### src/sv/sfrs_pkg.sv
`default_nettype none
// ----------------------------------------------------------------------------
// SPI flash read stream slave - shared definitions
// Protocol modes, command and sizing constants, and the input beat type.
// ----------------------------------------------------------------------------
package sfrs_pkg;

    localparam int ADDR_W = 24;
    localparam int WORD_W = 16;
    localparam int CNT_W  = 5;

    // Read command opcode and the word driven past the end of the ROM
    localparam logic [7:0]        READ_CMD         = 8'h03;
    localparam logic [WORD_W-1:0] ERASED_WORD      = 16'hFFFF;
    localparam logic [ADDR_W-1:0] EXPECTED_ADDR_RST = 24'h100000;

    // Bits per protocol phase
    localparam logic [CNT_W-1:0] CMD_BITS  = 5'd8;
    localparam logic [CNT_W-1:0] ADDR_BITS = 5'd24;
    localparam logic [CNT_W-1:0] WORD_BITS = 5'd16;

    typedef enum logic [1:0] {
        MODE_IDLE   = 2'd0,
        MODE_ADDR   = 2'd1,
        MODE_STREAM = 2'd2
    } t_mode;

    // One sample of the SPI pins plus the ROM word offered with it
    typedef struct packed {
        logic              chip_select;
        logic              serial_clock;
        logic              master_out;
        logic [WORD_W-1:0] rom_word;
        logic              rom_word_valid;
    } t_in_beat;

endpackage
`default_nettype wire

### src/sv/sfrs_in_reg.sv
`default_nettype none
// ----------------------------------------------------------------------------
// SPI flash read stream slave - input register
// Captures one input beat and hands it to the protocol core; takes a new
// beat in the same cycle the held one moves on.
// ----------------------------------------------------------------------------
module sfrs_in_reg (
    input  wire logic              i_clk,
    input  wire logic              i_rst_n,
    input  wire logic              i_valid,
    output logic                   o_ready,
    input  wire sfrs_pkg::t_in_beat i_beat,
    output logic                   o_valid,
    input  wire logic              i_ready,
    output sfrs_pkg::t_in_beat     o_beat
);

    logic               r_valid;
    sfrs_pkg::t_in_beat r_beat;

    // Accept when empty or when the held beat leaves this cycle
    assign o_ready = !r_valid || i_ready;
    assign o_valid = r_valid;
    assign o_beat  = r_beat;

    // Hold valid flag
    always_ff @(posedge i_clk) begin
        if (!i_rst_n) begin
            r_valid <= 1'b0;
        end else if (o_ready) begin
            r_valid <= i_valid;
        end
    end

    // Capture payload
    always_ff @(posedge i_clk) begin
        if (o_ready && i_valid) begin
            r_beat <= i_beat;
        end
    end

endmodule
`default_nettype wire

### src/sv/sfrs_core.sv
`default_nettype none
// ----------------------------------------------------------------------------
// SPI flash read stream slave - protocol core
// Detects rises and falls of the sampled SPI clock, decodes command and address, shifts out ROM words
// and registers the MISO level and word-taken flag for each beat.
// ----------------------------------------------------------------------------
module sfrs_core (
    input  wire logic                          i_clk,
    input  wire logic                          i_rst_n,
    input  wire logic [sfrs_pkg::ADDR_W-1:0]   i_expected_address,
    input  wire logic                          i_valid,
    output logic                               o_ready,
    input  wire sfrs_pkg::t_in_beat            i_beat,
    output logic                               o_valid,
    input  wire logic                          i_ready,
    output logic                               o_master_in,
    output logic                               o_word_taken
);

    localparam int AW = sfrs_pkg::ADDR_W;
    localparam int WW = sfrs_pkg::WORD_W;
    localparam int CW = sfrs_pkg::CNT_W;

    sfrs_pkg::t_mode r_mode, n_mode;
    logic [CW-1:0]   r_count, n_count;
    logic [AW-1:0]   r_shift, n_shift;
    logic [WW-1:0]   r_word, n_word;
    logic            r_clk_prev, n_clk_prev;
    logic            r_miso, n_miso;
    logic            n_taken;
    logic            r_out_valid;
    logic            r_word_taken;

    logic            advance;
    logic            rise, fall;
    logic [AW-1:0]   shifted;
    logic [CW-1:0]   count_inc;
    logic [WW-1:0]   send_word;

    // Advance when the result register is free or being drained
    assign o_ready = !r_out_valid || i_ready;
    assign advance = i_valid && o_ready;

    // Edge detect and shared shift/count terms
    assign rise      = i_beat.serial_clock && !r_clk_prev;
    assign fall      = !i_beat.serial_clock && r_clk_prev;
    assign shifted   = {r_shift[AW-2:0], i_beat.master_out};
    assign count_inc = r_count + 1'b1;
    assign send_word = (r_count == '0)
                     ? (i_beat.rom_word_valid ? i_beat.rom_word : sfrs_pkg::ERASED_WORD)
                     : r_word;

    // Next mode
    always_comb begin
        n_mode = r_mode;
        if (i_beat.chip_select) begin
            n_mode = sfrs_pkg::MODE_IDLE;
        end else begin
            case (r_mode)
                sfrs_pkg::MODE_ADDR: begin
                    if (rise && count_inc >= sfrs_pkg::ADDR_BITS) begin
                        n_mode = (shifted == i_expected_address)
                               ? sfrs_pkg::MODE_STREAM : sfrs_pkg::MODE_IDLE;
                    end
                end
                sfrs_pkg::MODE_STREAM: begin
                    n_mode = sfrs_pkg::MODE_STREAM;
                end
                default: begin
                    n_mode = sfrs_pkg::MODE_IDLE;
                    if (rise && count_inc >= sfrs_pkg::CMD_BITS &&
                        shifted[7:0] == sfrs_pkg::READ_CMD) begin
                        n_mode = sfrs_pkg::MODE_ADDR;
                    end
                end
            endcase
        end
    end

    // Datapath: shifter, counter, output word and MISO
    always_comb begin
        n_count    = r_count;
        n_shift    = r_shift;
        n_word     = r_word;
        n_clk_prev = r_clk_prev;
        n_miso     = r_miso;
        n_taken    = 1'b0;
        if (i_beat.chip_select) begin
            n_count = '0;
        end else begin
            n_clk_prev = i_beat.serial_clock;
            case (r_mode)
                sfrs_pkg::MODE_ADDR: begin
                    if (rise) begin
                        n_shift = shifted;
                        n_count = (count_inc >= sfrs_pkg::ADDR_BITS) ? '0 : count_inc;
                    end
                end
                sfrs_pkg::MODE_STREAM: begin
                    if (fall) begin
                        n_word  = send_word;
                        n_taken = (r_count == '0);
                        n_miso  = send_word[~r_count[3:0]];
                        n_count = (count_inc >= sfrs_pkg::WORD_BITS) ? '0 : count_inc;
                    end
                end
                default: begin
                    if (rise) begin
                        n_shift = shifted;
                        n_count = (count_inc >= sfrs_pkg::CMD_BITS) ? '0 : count_inc;
                    end
                end
            endcase
        end
    end

    // Update protocol state once per beat
    always_ff @(posedge i_clk) begin
        if (!i_rst_n) begin
            r_mode     <= sfrs_pkg::MODE_IDLE;
            r_count    <= '0;
            r_shift    <= '0;
            r_word     <= '0;
            r_clk_prev <= 1'b0;
            r_miso     <= 1'b0;
        end else if (advance) begin
            r_mode     <= n_mode;
            r_count    <= n_count;
            r_shift    <= n_shift;
            r_word     <= n_word;
            r_clk_prev <= n_clk_prev;
            r_miso     <= n_miso;
        end
    end

    // Result register
    always_ff @(posedge i_clk) begin
        if (!i_rst_n) begin
            r_out_valid <= 1'b0;
        end else if (o_ready) begin
            r_out_valid <= i_valid;
        end
    end

    always_ff @(posedge i_clk) begin
        if (advance) begin
            r_word_taken <= n_taken;
        end
    end

    // MISO output is the held bit after this beat
    assign o_valid      = r_out_valid;
    assign o_master_in  = r_miso;
    assign o_word_taken = r_word_taken;

endmodule
`default_nettype wire

### src/sv/spi_flash_read_stream_slave.sv
// Each accepted input beat is held in the input register, then in the core's
// result register. Throughput: one beat per cycle unless i_out_ready stalls;
// the core writes a result register, so the input register can take a beat while a result waits.
// Reset (i_rst_n low, synchronous): protocol idle, all shifters cleared,
// expected address back to 0x100000, no result pending.
`default_nettype none
// ----------------------------------------------------------------------------
// SPI flash read stream slave - top level
// Read-command (0x03) SPI flash slave working on sampled pins, one sample per
// beat, streaming 16-bit ROM words MSB first after an address match.
// ----------------------------------------------------------------------------
module spi_flash_read_stream_slave (
    input  wire logic                        i_clk,
    input  wire logic                        i_rst_n,
    input  wire logic                        i_cfg_we,
    input  wire logic [sfrs_pkg::ADDR_W-1:0] i_cfg_data,
    input  wire logic                        i_in_valid,
    output logic                             o_in_ready,
    input  wire logic                        i_chip_select,
    input  wire logic                        i_serial_clock,
    input  wire logic                        i_master_out,
    input  wire logic [sfrs_pkg::WORD_W-1:0] i_rom_word,
    input  wire logic                        i_rom_word_valid,
    output logic                             o_out_valid,
    input  wire logic                        i_out_ready,
    output logic                             o_master_in,
    output logic                             o_word_taken
);

    logic [sfrs_pkg::ADDR_W-1:0] r_expected_address;
    sfrs_pkg::t_in_beat          in_beat;
    sfrs_pkg::t_in_beat          core_beat;
    logic                        core_valid;
    logic                        core_ready;

    // Hold expected address register
    always_ff @(posedge i_clk) begin
        if (!i_rst_n) begin
            r_expected_address <= sfrs_pkg::EXPECTED_ADDR_RST;
        end else if (i_cfg_we) begin
            r_expected_address <= i_cfg_data;
        end
    end

    // Gather pin sample into one beat
    always_comb begin
        in_beat.chip_select    = i_chip_select;
        in_beat.serial_clock   = i_serial_clock;
        in_beat.master_out     = i_master_out;
        in_beat.rom_word       = i_rom_word;
        in_beat.rom_word_valid = i_rom_word_valid;
    end

    sfrs_in_reg u_in_reg (
        .i_clk   (i_clk),
        .i_rst_n (i_rst_n),
        .i_valid (i_in_valid),
        .o_ready (o_in_ready),
        .i_beat  (in_beat),
        .o_valid (core_valid),
        .i_ready (core_ready),
        .o_beat  (core_beat)
    );

    sfrs_core u_core (
        .i_clk              (i_clk),
        .i_rst_n            (i_rst_n),
        .i_expected_address (r_expected_address),
        .i_valid            (core_valid),
        .o_ready            (core_ready),
        .i_beat             (core_beat),
        .o_valid            (o_out_valid),
        .i_ready            (i_out_ready),
        .o_master_in        (o_master_in),
        .o_word_taken       (o_word_taken)
    );

endmodule
`default_nettype wire
### config.mk
export PLATFORM = sky130hd
export DESIGN_NAME = spi_flash_read_stream_slave
export DESIGN_NICKNAME = d
export VERILOG_FILES = /design/src/sv/sfrs_pkg.sv /design/src/sv/sfrs_in_reg.sv /design/src/sv/sfrs_core.sv /design/src/sv/spi_flash_read_stream_slave.sv
export SDC_FILE = /design/constraint.sdc
export NUM_CORES = 1
export LEC_CHECK = 0
export ABC_AREA = 1
export CAP_MARGIN = 15
export CORE_UTILIZATION = 50
export CTS_CLUSTER_DIAMETER = 100
export DETAILED_ROUTE_END_ITERATION = 7
export DONT_BUFFER_PORTS = 1
export PLACE_DENSITY = 0.65
export SETUP_SLACK_MARGIN = 0.5
export SYNTH_ARGS = -nofsm -noshare
export SYNTH_HDL_FRONTEND = slang
export SYNTH_SLANG_ARGS = --single-unit
export TNS_END_PERCENT = 10
### constraint.sdc
create_clock -name i_clk -period 2 [get_ports i_clk]
set_input_delay 0.1 -clock i_clk [delete_from_list [all_inputs] [get_ports i_clk]]
set_output_delay 0.1 -clock i_clk [all_outputs]
set_load 0.01 [all_outputs]
* Word-level counts from Yosys, hierarchy flattened *
Cells that the tools add are included.

word-level totals
  register bits after elaboration = 95
  latch bits = 0
  memory bits (writable) = 0
  ROM bits = 0
  bits of input ports = 49
  word-level logic and storage cells = 69
  memories = 0

cells by class
  add/sub/neg operators = 1
  multiply operators = 0
  div/mod/pow operators = 0
  magnitude comparators = 4
  equal/unequal tests = 7
  shift operators = 0
  muxes and demuxes = 17
  bitwise gates (word level) = 4
  reduce and logical (&&, ||, !) cells = 21

operators by type and width
  cell                                                   number
  2-to-1 mux 5 bit                                       7
  2-to-1 mux 16 bit                                      2
  == test 24 bit                                         1
  AND reduction 4 bit                                    3
  >= comparator 5 bit, second input constant             2
  one-hot mux 5 bit (2 select lines)                     1
  inequality test 3 x 2 -> 1 bit, second input constant  3
  == test 8 x 2 -> 1 bit, second input constant          1
  logical AND 1 bit                                      7
  2-to-1 mux 2 bit                                       3
  adder 5 x 1 -> 5 bit, second input constant            1
  >= comparator 5 x 4 -> 1 bit, second input constant    1
  zero test 5 bit                                        1
  < comparator 4 x 5 -> 1 bit, second input constant     1
  binary-select mux 1 bit (select 4 bit)                 1
  zero test 1 bit                                        4
  NOT 4 bit                                              1
  one-hot mux 2 bit (2 select lines)                     1
  AND reduction 2 bit                                    2
  NOT 1 bit                                              3
  nonzero test 3 bit                                     1
  OR reduction 3 bit                                     1
  == test 2 x 1 -> 1 bit, second input constant          1
  == test 2 bit, second input constant                   1
  other kinds (2)                                        4

* Longest topological paths before layout *
Gate-level depths: netlist of run 1.

  depth in word-level cells = 7
  mapped depth = 15
  gate-level depth less buffers = 14

* Hierarchy *
From an unflattened synthesis of run 1, not the netlist that was laid out.

second synthesis, totals
  cells, all modules = 623
  area total of the unflattened synthesis = 4568.1 µm²

modules (own cells, without submodules)
  module                       instances  cells an instance  area each (µm²)  seq. area each (µm²)
  sfrs_core                    1          446                2937.8           1011.0
  spi_flash_read_stream_slave  1          150                978.4            480.5
  sfrs_in_reg                  1          27                 651.9            620.6

* Worst setup path after synthesis of run 1 *
OpenSTA, ideal clock, no wires.

  path kind = reg-to-reg
  start = register u_core.r_count[0]
  end = register u_core.r_miso (netlist: u_core.o_master_in)
  setup time = 109 ps
  data arrival time = 1591 ps
  setup slack = 300 ps
  stages on the path, launching flop included = 16
  buffers on the path = 1
  clock period less this slack = 1700 ps
  path through = dfxtp_1 > inv_1 > ha_1 > inv_1 > nor2_4 > nand2_2 > buf_4 > nand2_1 > nand3_1 > nand2_1 > nor2_1 > nand2_1 > nand3_1 > nand3_1 > nand2_1 > inv_1

on the way
  longest elaborated chain between the ends = 4

ends and longest elaborated chain
  what                                        RTL line          source
  start, declared                             sfrs_core.sv:25   logic [CW-1:0] r_count, n_count;
  start signal, assigned                      sfrs_core.sv:128  r_count <= n_count;
  zero test 5 bit                             sfrs_core.sv:49   assign send_word = (r_count == '0)
  2-to-1 mux 16 bit                           sfrs_core.sv:50   ? (i_beat.rom_word_valid ? i_beat.rom_word : sfrs_pkg::ERASED_WORD)
  binary-select mux 1 bit (select 4 bit) (*)  sfrs_core.sv:103  n_miso = send_word[~r_count[3:0]];
  2-to-1 mux 1 bit (not written as such) (*)  sfrs_core.sv:103
  end signal, assigned                        sfrs_core.sv:132  r_miso <= n_miso;
  end, declared                               sfrs_core.sv:29   logic r_miso, n_miso;

Every way passes the cells marked *; elsewhere a longest branch is shown, timed or not. The select of a mux whose other input is x is not followed.
A chain may end at the register's enable or synchronous reset.

* Worst setup path after layout of run 1 *
Ends and elaborated chain as after synthesis.

==> results of run 1 <==
[area by class of cell]
type                            count  area [sq um]  area share
Sequential cell                    95          2120       0.392
Multi-Input combinational cell    358          1960       0.361
Timing Repair Buffer               71           703       0.130
Inverter                           67           263      0.0485
Tap cell                          105           131      0.0242
Clock buffer                        9           124      0.0229
Clock inverter                      7           111      0.0206
Timing Repair inverter              1          7.51     0.00139
[report_power, final]
part / switching (uW) / leakage, uW / internal, uW
registers: 52.8 / 0.000813 / 2040
logic: 297 / 0.00117 / 233
clock network: 648 / 0.000118 / 822
[flip-flops by register name, summed over array words and instances (netlist names)]
name and flops:
r_expected_address 24, u_core.o_master_in 1, u_core.o_valid 1, u_core.o_word_taken 1, u_core.r_clk_prev 1, u_core.r_count 5
u_core.r_mode 2, u_core.r_shift 23, u_core.r_word 16, u_in_reg.o_beat 20, u_in_reg.o_valid 1
[critical path, cell delays in order (launching register included)]
cell      delay, ns
dfxtp_4        0.38
inv_4          0.04
ha_4           0.16
inv_4          0.05
nor2_4         0.03
buf_12         0.14
buf_12         0.14
o211ai_1       0.12
nand3_1        0.13
nand3_1        0.14
nand2_1        0.07
nand3_1        0.08
nand3_1        0.07
nand2_1        0.07
inv_1          0.04
[through the flow]
step,cell area [sq um],hold WS [ns],power (uW)
global route,5420,0.0739,4250
detailed placement,4350,0.199,2490
global placement,4350,0.199,2480
floorplan,4310,0.199,2430
finish,5420,0.0589,4090
CTS,5270,0.0575,4070
[metal layers]
| layer | track usage | share of wire | vias to the layer above |
|---|---|---|---|
| met5 | 0 | 0 | - |
| li1 | - | - | 1937 |
| met2 | 0.464 | 0.54 | 88 |
| met4 | 0.0783 | 0.021 | 0 |
| met3 | 0.0580 | 0.041 | 19 |
| met1 | 0.262 | 0.40 | 1782 |
[final timing paths]
path | startpoint | end | slack [ns] | cells after the start
hold reg to reg | u_core.r_word[5]$_SDFFE_PN0P_ | u_core.r_word[5]$_SDFFE_PN0P_ | 0.47 | 2
hold / removal | i_rst_n | u_core.r_mode[0]$_SDFFE_PN0P_ | 0.06 | 3
setup reg to reg | u_core.r_count[0]$_SDFFE_PN0P_ | u_core.o_master_in$_SDFFE_PN0P_ | 0.22 | 14
setup / recovery | u_core.r_count[0]$_SDFFE_PN0P_ | u_core.o_master_in$_SDFFE_PN0P_ | 0.22 | 14
[synthesized netlist by cell type, drive strengths merged (8+ instances only)]
library cell and number:
buf 15, nand2 76, nor2 70, clkbuf 8, inv 67, dfxtp 74, a31oi 8, edfxtp 21
xnor2 8, nand3 39, a21oi 50, o21ai 69
[what timing repair did]
item / 4_1_cts / 5_1_grt
hold endpoints to repair: 83 / 0
gates cloned: 2 / 1
hold buffers: 48 / 0
endpoints found under the setup margin: 40 / 48
pin swaps: 5 / 18
buffers inserted: 14 / 2
resized for setup: 22 / 25
[kinds of logic (layout without fill, tap and decap cells)]
| group | after synthesis | count (layout) | share of synthesized area |
|---|---|---|---|
| fa+ha+maj | 4 | 4 | 0.0116 |
| simple gates | 200 | 201 | 0.205 |
| buf+inv | 90 | 155 | 0.0891 |
| flops | 95 | 95 | 0.491 |
| compound gates | 142 | 142 | 0.180 |
| xor+xnor | 11 | 11 | 0.0224 |
==> results.yml, run 1 <==
status:
  outcome: "completed"
layout:
  final_common_cell: "dfxtp_1"
  drive_gt1_frac: 0.153
  nets: 656
  fill_cells: 689
  finish.utilization: 0.656
  final_cell_mix: "dfxtp_1 (70), nand2_1 (68), nor2_1 (63), o21ai_0 (63), inv_1 (57)"
  layoutNonFillerInstCount: 713
  diodes: 0
  area_growth_pct: 26.0
drt:
  dr.pass1.iters: 4
  drt-initial-drc-count: 161
  viasPerCell: 5.37
  drc: 0
  wl_per_cell_um: 14.9
  antenna_left: 0
  wl_um: 10600
  vias: 3826
timing:
  report.final.slew_viol_count: 0
  fmax_mhz: 562
  fin_skew_ns: 0.00783
  worst_pin_slew_ns: 0.602
  hold_viol: 0
  setup_ws_ns: 0.221
  setup_violations: 0
  finalSetupTns_ns: 0
  relSlewSlack: 0.599
  rsz0062_at_grt: "yes"
  period_share: 0.890
  fin_crit_ns: 1.78
clock_tree:
  cts-buffers-inserted: 9
  clk_pin_slew_worst_paths_ns: 0.09
  max-clock-path-buffers: 2
  clk_latency_ns: 0.37
  cts_tree: "yes"
  cts_root_buffer: "clkbuf_8"
  cts_sinks: 95
  htreeDepth: 3
worst_setup_path:
  critPathArrivalTime_ns: 2.05
  required_ns: 2.27
  cp_max_fo: 7
  cp-start-kind: "register"
  worstSetupPathType: "register to register"
  end_kind: "register"
synth:
  synth_seq_area_share: 0.491
  synth_area_sq_um: 4300
  postSynthAreaPerCell_sq_um: 7.93
  ys_types: 33
  ys_async_sr_fraction: 0
  synth_area_leaders: "dfxtp_1 (34%), edfxtp_1 (15%), o21ai_0 (7.5%), nand2_1 (6.1%), a21oi_1 (5.8%)"
  syn_inst: 542
  synthesis.nets: 595
  synth_seq_cells: 95
  yosysTopAreaCell: "dfxtp_1"
  synth-edff-count: 21
  yosysWarnings: 0
  yosys.area.top_type_share: 0.345
  synth_top_flop_cell: "dfxtp_1"
global_routing:
  grt_pass1_wl_um: 16700
  antenna_found_initial: 0
  grt_pass1_vias: 3708
  track_usage: 0.244
  overflow: 0
  grt_start_max_net_pins: 61
place:
  dp_slack_ns: 0.141
  port_buffers: 0
  dp.cells: 630
  dp_hpwl_um: 6660
  gp_congestion: 0.851
worst_hold_path:
  hold_class: "input port to register"
floorplan:
  die_area_sq_um: 8970
  die-width_um: 94.7
  ios: 53
  die_h_um: 94.7
  start_util: 0.521
  coreArea_sq_um: 8260
  rows: 33
job:
  max-cap-violations: 0
power:
  power.density_nw_per_um2: 755
  p_leak_uw: 0.00211
  ir_drop_uv: 542
Note: power is estimated with default switching activity, not from simulation.
==> inputs of run 2 (changes only) <==
--- a/config.mk
+++ b/config.mk
@@ -15,5 +15,6 @@
 export SETUP_SLACK_MARGIN = 0.5
 export SYNTH_ARGS = -nofsm -noshare
 export SYNTH_HDL_FRONTEND = slang
+export SYNTH_HIERARCHICAL = 1
 export SYNTH_SLANG_ARGS = --single-unit
 export TNS_END_PERCENT = 10
==> run 2 against run 1 <==
  * Die area is 6.1% higher
  * Critical path type unchanged
  * Clock skew up 0.00064 ns
  * Clock power down 24%
  * First-iteration DRC count is 53% higher
  * Via count up 9.1%
  * Cell count increased by 14%
  * Setup slack better by 0.13 ns
  * Power fell by 4.0%
  * Synthesized cell count increased by 15%
  * Sequential power about the same
  * Largest cell class unchanged
==> results.yml, run 2 <==
synth:
  synth_xor_area_frac: 0.0189
  synth_area_sq_um: 4570
  ys_types: 33
  synth_top_family_by_area: "simple AND/OR/NAND/NOR gates"
  yosysTopAreaCell: "dfxtp_1"
  yosysWarnings: 6
  synth_seq_cells: 95
  synth_fa_ha_area_frac: 0.0110
  synth_top_flop_cell: "dfxtp_1"
  synthesis.nets: 676
  synth_most_common_cell: "nand2_1"
  syn_inst: 623
  netlist_top_cells_count: "nand2_1 (133), nor2_1 (94), inv_1 (92)"
  ys_async_sr_fraction: 0
  synth-simple-area-share: 0.274
  postSynthAreaPerCell_sq_um: 7.33
  synth_compound_area_frac: 0.117
  synth_area_leaders: "dfxtp_1 (32%), edfxtp_1 (14%), nand2_1 (11%), nor2_1 (7.7%), inv_1 (7.6%)"
  yosys.area.top_type_share: 0.324
  synth-edff-count: 21
  synth_seq_area_share: 0.462
  synth_mux_area_frac: 0
power:
  p_int_uw: 2820
  power.switching_uw: 1120
  switching_share: 0.284
  power_uw: 3930
  combPwrFrac: 0.179
  power.density_nw_per_um2: 679
  ir_drop_uv: 503
  p_leak_uw: 0.00257
  p_seq_frac: 0.538
  p_clk_frac: 0.283
floorplan:
  die-width_um: 97.6
  start_util: 0.521
  die_area_sq_um: 9520
  rows: 34
  coreArea_sq_um: 8760
  die_h_um: 97.6
  ios: 53
place:
  gp_congestion: 0.847
  dp.cells: 711
  port_buffers: 0
  dp_slack_ns: 0.261
  dp_hpwl_um: 6640
global_routing:
  antenna_found_initial: 0
  overflow: 0
  grt_start_max_net_pins: 58
  grt_pass1_wl_um: 18300
  grt_pass1_vias: 3981
  track_usage: 0.239
layout:
  diodes: 0
  finish.utilization: 0.660
  largest_register_ff_count: 24
  drive_gt1_frac: 0.142
  top_register: "r_expected_address"
  nets: 751
  final_cell_mix: "nand2_1 (126), nor2_1 (93), inv_1 (84)"
  layoutNonFillerInstCount: 811
  final_common_cell: "nand2_1"
  area_growth_pct: 26.6
worst_setup_path:
  critPathSlowestCell: "dfxtp_2"
  worstSetupPathType: "register to register"
  cp-start-kind: "register"
  critPathArrivalTime_ns: 1.89
  timing.rr.start: "u_core/r_count[1]$_SDFFE_PN0P_"
  end_kind: "register"
  crit_family: "simple AND/OR/NAND/NOR gates"
  critPathLaunch: "u_core/r_count[1]$_SDFFE_PN0P_"
  r2r_slack_ns: 0.35
  slowest_delay_ns: 0.38
  cp_cell_sequence: "inv_4 -> ha_4 -> inv_2 -> nor2_4 -> buf_12 -> nand2_8 -> nand2_2 -> nand3_2 -> nand2_1 -> nor2_1 -> nand2_1 -> nand2_1 -> nor2_1 -> nor2_1 -> nor2_1"
  cp_common_cell: "nor2_1"
  path_buf_inv: 3
  cp_max_fo: 5
  required_ns: 2.24
drt:
  wl_per_cell_um: 13.9
  drc: 0
  vias: 4174
  dr.pass1.iters: 5
  antenna_left: 0
  wl_um: 11200
  viasPerCell: 5.15
  drt-initial-drc-count: 246
timing:
  setup_violations: 0
  hold_viol: 0
  report.final.slew_viol_count: 0
  finalSetupTns_ns: 0
  period_share: 0.824
  relSlewSlack: 0.572
  fin_skew_ns: 0.00847
  worst_pin_slew_ns: 0.640
  setup_ws_ns: 0.353
  rsz0062_at_grt: "yes"
  fmax_mhz: 607
  fin_crit_ns: 1.65
clock_tree:
  clk_latency_ns: 0.35
  cts_tree: "yes"
  max-clock-path-buffers: 2
  htreeDepth: 3
  clk_pin_slew_worst_paths_ns: 0.09
  cts-buffers-inserted: 9
  cts_sinks: 95
  cts_root_buffer: "clkbuf_8"
worst_hold_path:
  hold_class: "input port to register"
  min_from: "i_rst_n"
status:
  outcome: "completed"
job:
  max-cap-violations: 0
run 2: cell count changes in the layout (fill, tap and decap cells not counted), moves of 6 or more:
cell,before,now
a21oi_1,47,37
dlygate4sd3_1,47,54
inv_1,57,84
nand2_1,68,126
nand4_1,5,11
nor2_1,63,93
o21ai_0,63,43
run 2: final timing paths:
check / to / depth (start not counted)
setup / recovery: u_core/o_master_in$_SDFFE_PN0P_ / 15
hold / removal: u_core/r_count[1]$_SDFFE_PN0P_ / 2
setup reg to reg: u_core/o_master_in$_SDFFE_PN0P_ / 15
hold reg to reg: u_core/r_word[8]$_SDFFE_PN0P_ / 2
run 2: per-layer routing:
metal  GRT usage  part of all wire
met1       0.313              0.45
met2       0.391              0.48
met3      0.0475             0.049
met4      0.0848             0.018
met5           0                 0
run 2: power by group through the flow:
stage                     Clock (uW)  Combinational (uW)  Sequential (uW)
final                           1110                 704             2110
after CTS                       1150                 668             2110
after global routing            1220                 785             2120
after detailed placement           0                 440             2150
after floorplan                    0                 411             2130
after global placement             0                 430             2150
run 2: area by class of cell:
| cell class | count | area (sq um) |
|---|---|---|
| multi-input cells | 409 | 2100 |
| inverters | 97 | 377 |
| clock buffers | 11 | 131 |
| flip-flops and latches | 95 | 2120 |
| repair buffers | 86 | 885 |
| well taps | 108 | 135 |
| clock inverters | 5 | 33.8 |
| fillers | 757 | 2980 |
run 2: stage by stage:
step,hold slack [ns],area [sq um]
4_1_cts,0.0181,5630
3_3_place_gp,0.199,4610
2_1_floorplan,0.199,4600
5_1_grt,0.0422,5780
3_5_place_dp,0.199,4610
6_report,0.0525,5780
run 2: cell families (layout without fill, tap and decap cells):
family,count (synthesis),in the layout
simple gates,294,297
buf+inv,122,199
compound gates,99,99
flops,95,95
xor+xnor,9,9
fa+ha+maj,4,4
run 2: worst register-to-register path, cell delays in order, from the launching register on:
cell and delay [ns]:
dfxtp_2 0.38, inv_4 0.05, ha_4 0.15, inv_2 0.06, nor2_4 0.05, buf_12 0.16
nand2_8 0.07, nand2_2 0.06, nand3_2 0.08, nand2_1 0.05, nor2_1 0.12, nand2_1 0.07
nand2_1 0.06, nor2_1 0.04, nor2_1 0.09, nor2_1 0.05
run 2: timing repair:
| item | CTS | global route |
|---|---|---|
| hold buffers | 55 | 0 |
| pin swaps | 16 | 3 |
| hold endpoints to repair | 85 | 0 |
| setup endpoints to repair | 47 | 68 |
| gates resized for setup | 33 | 11 |
| gates cloned | 3 | 3 |
| buffers inserted | 16 | 6 |
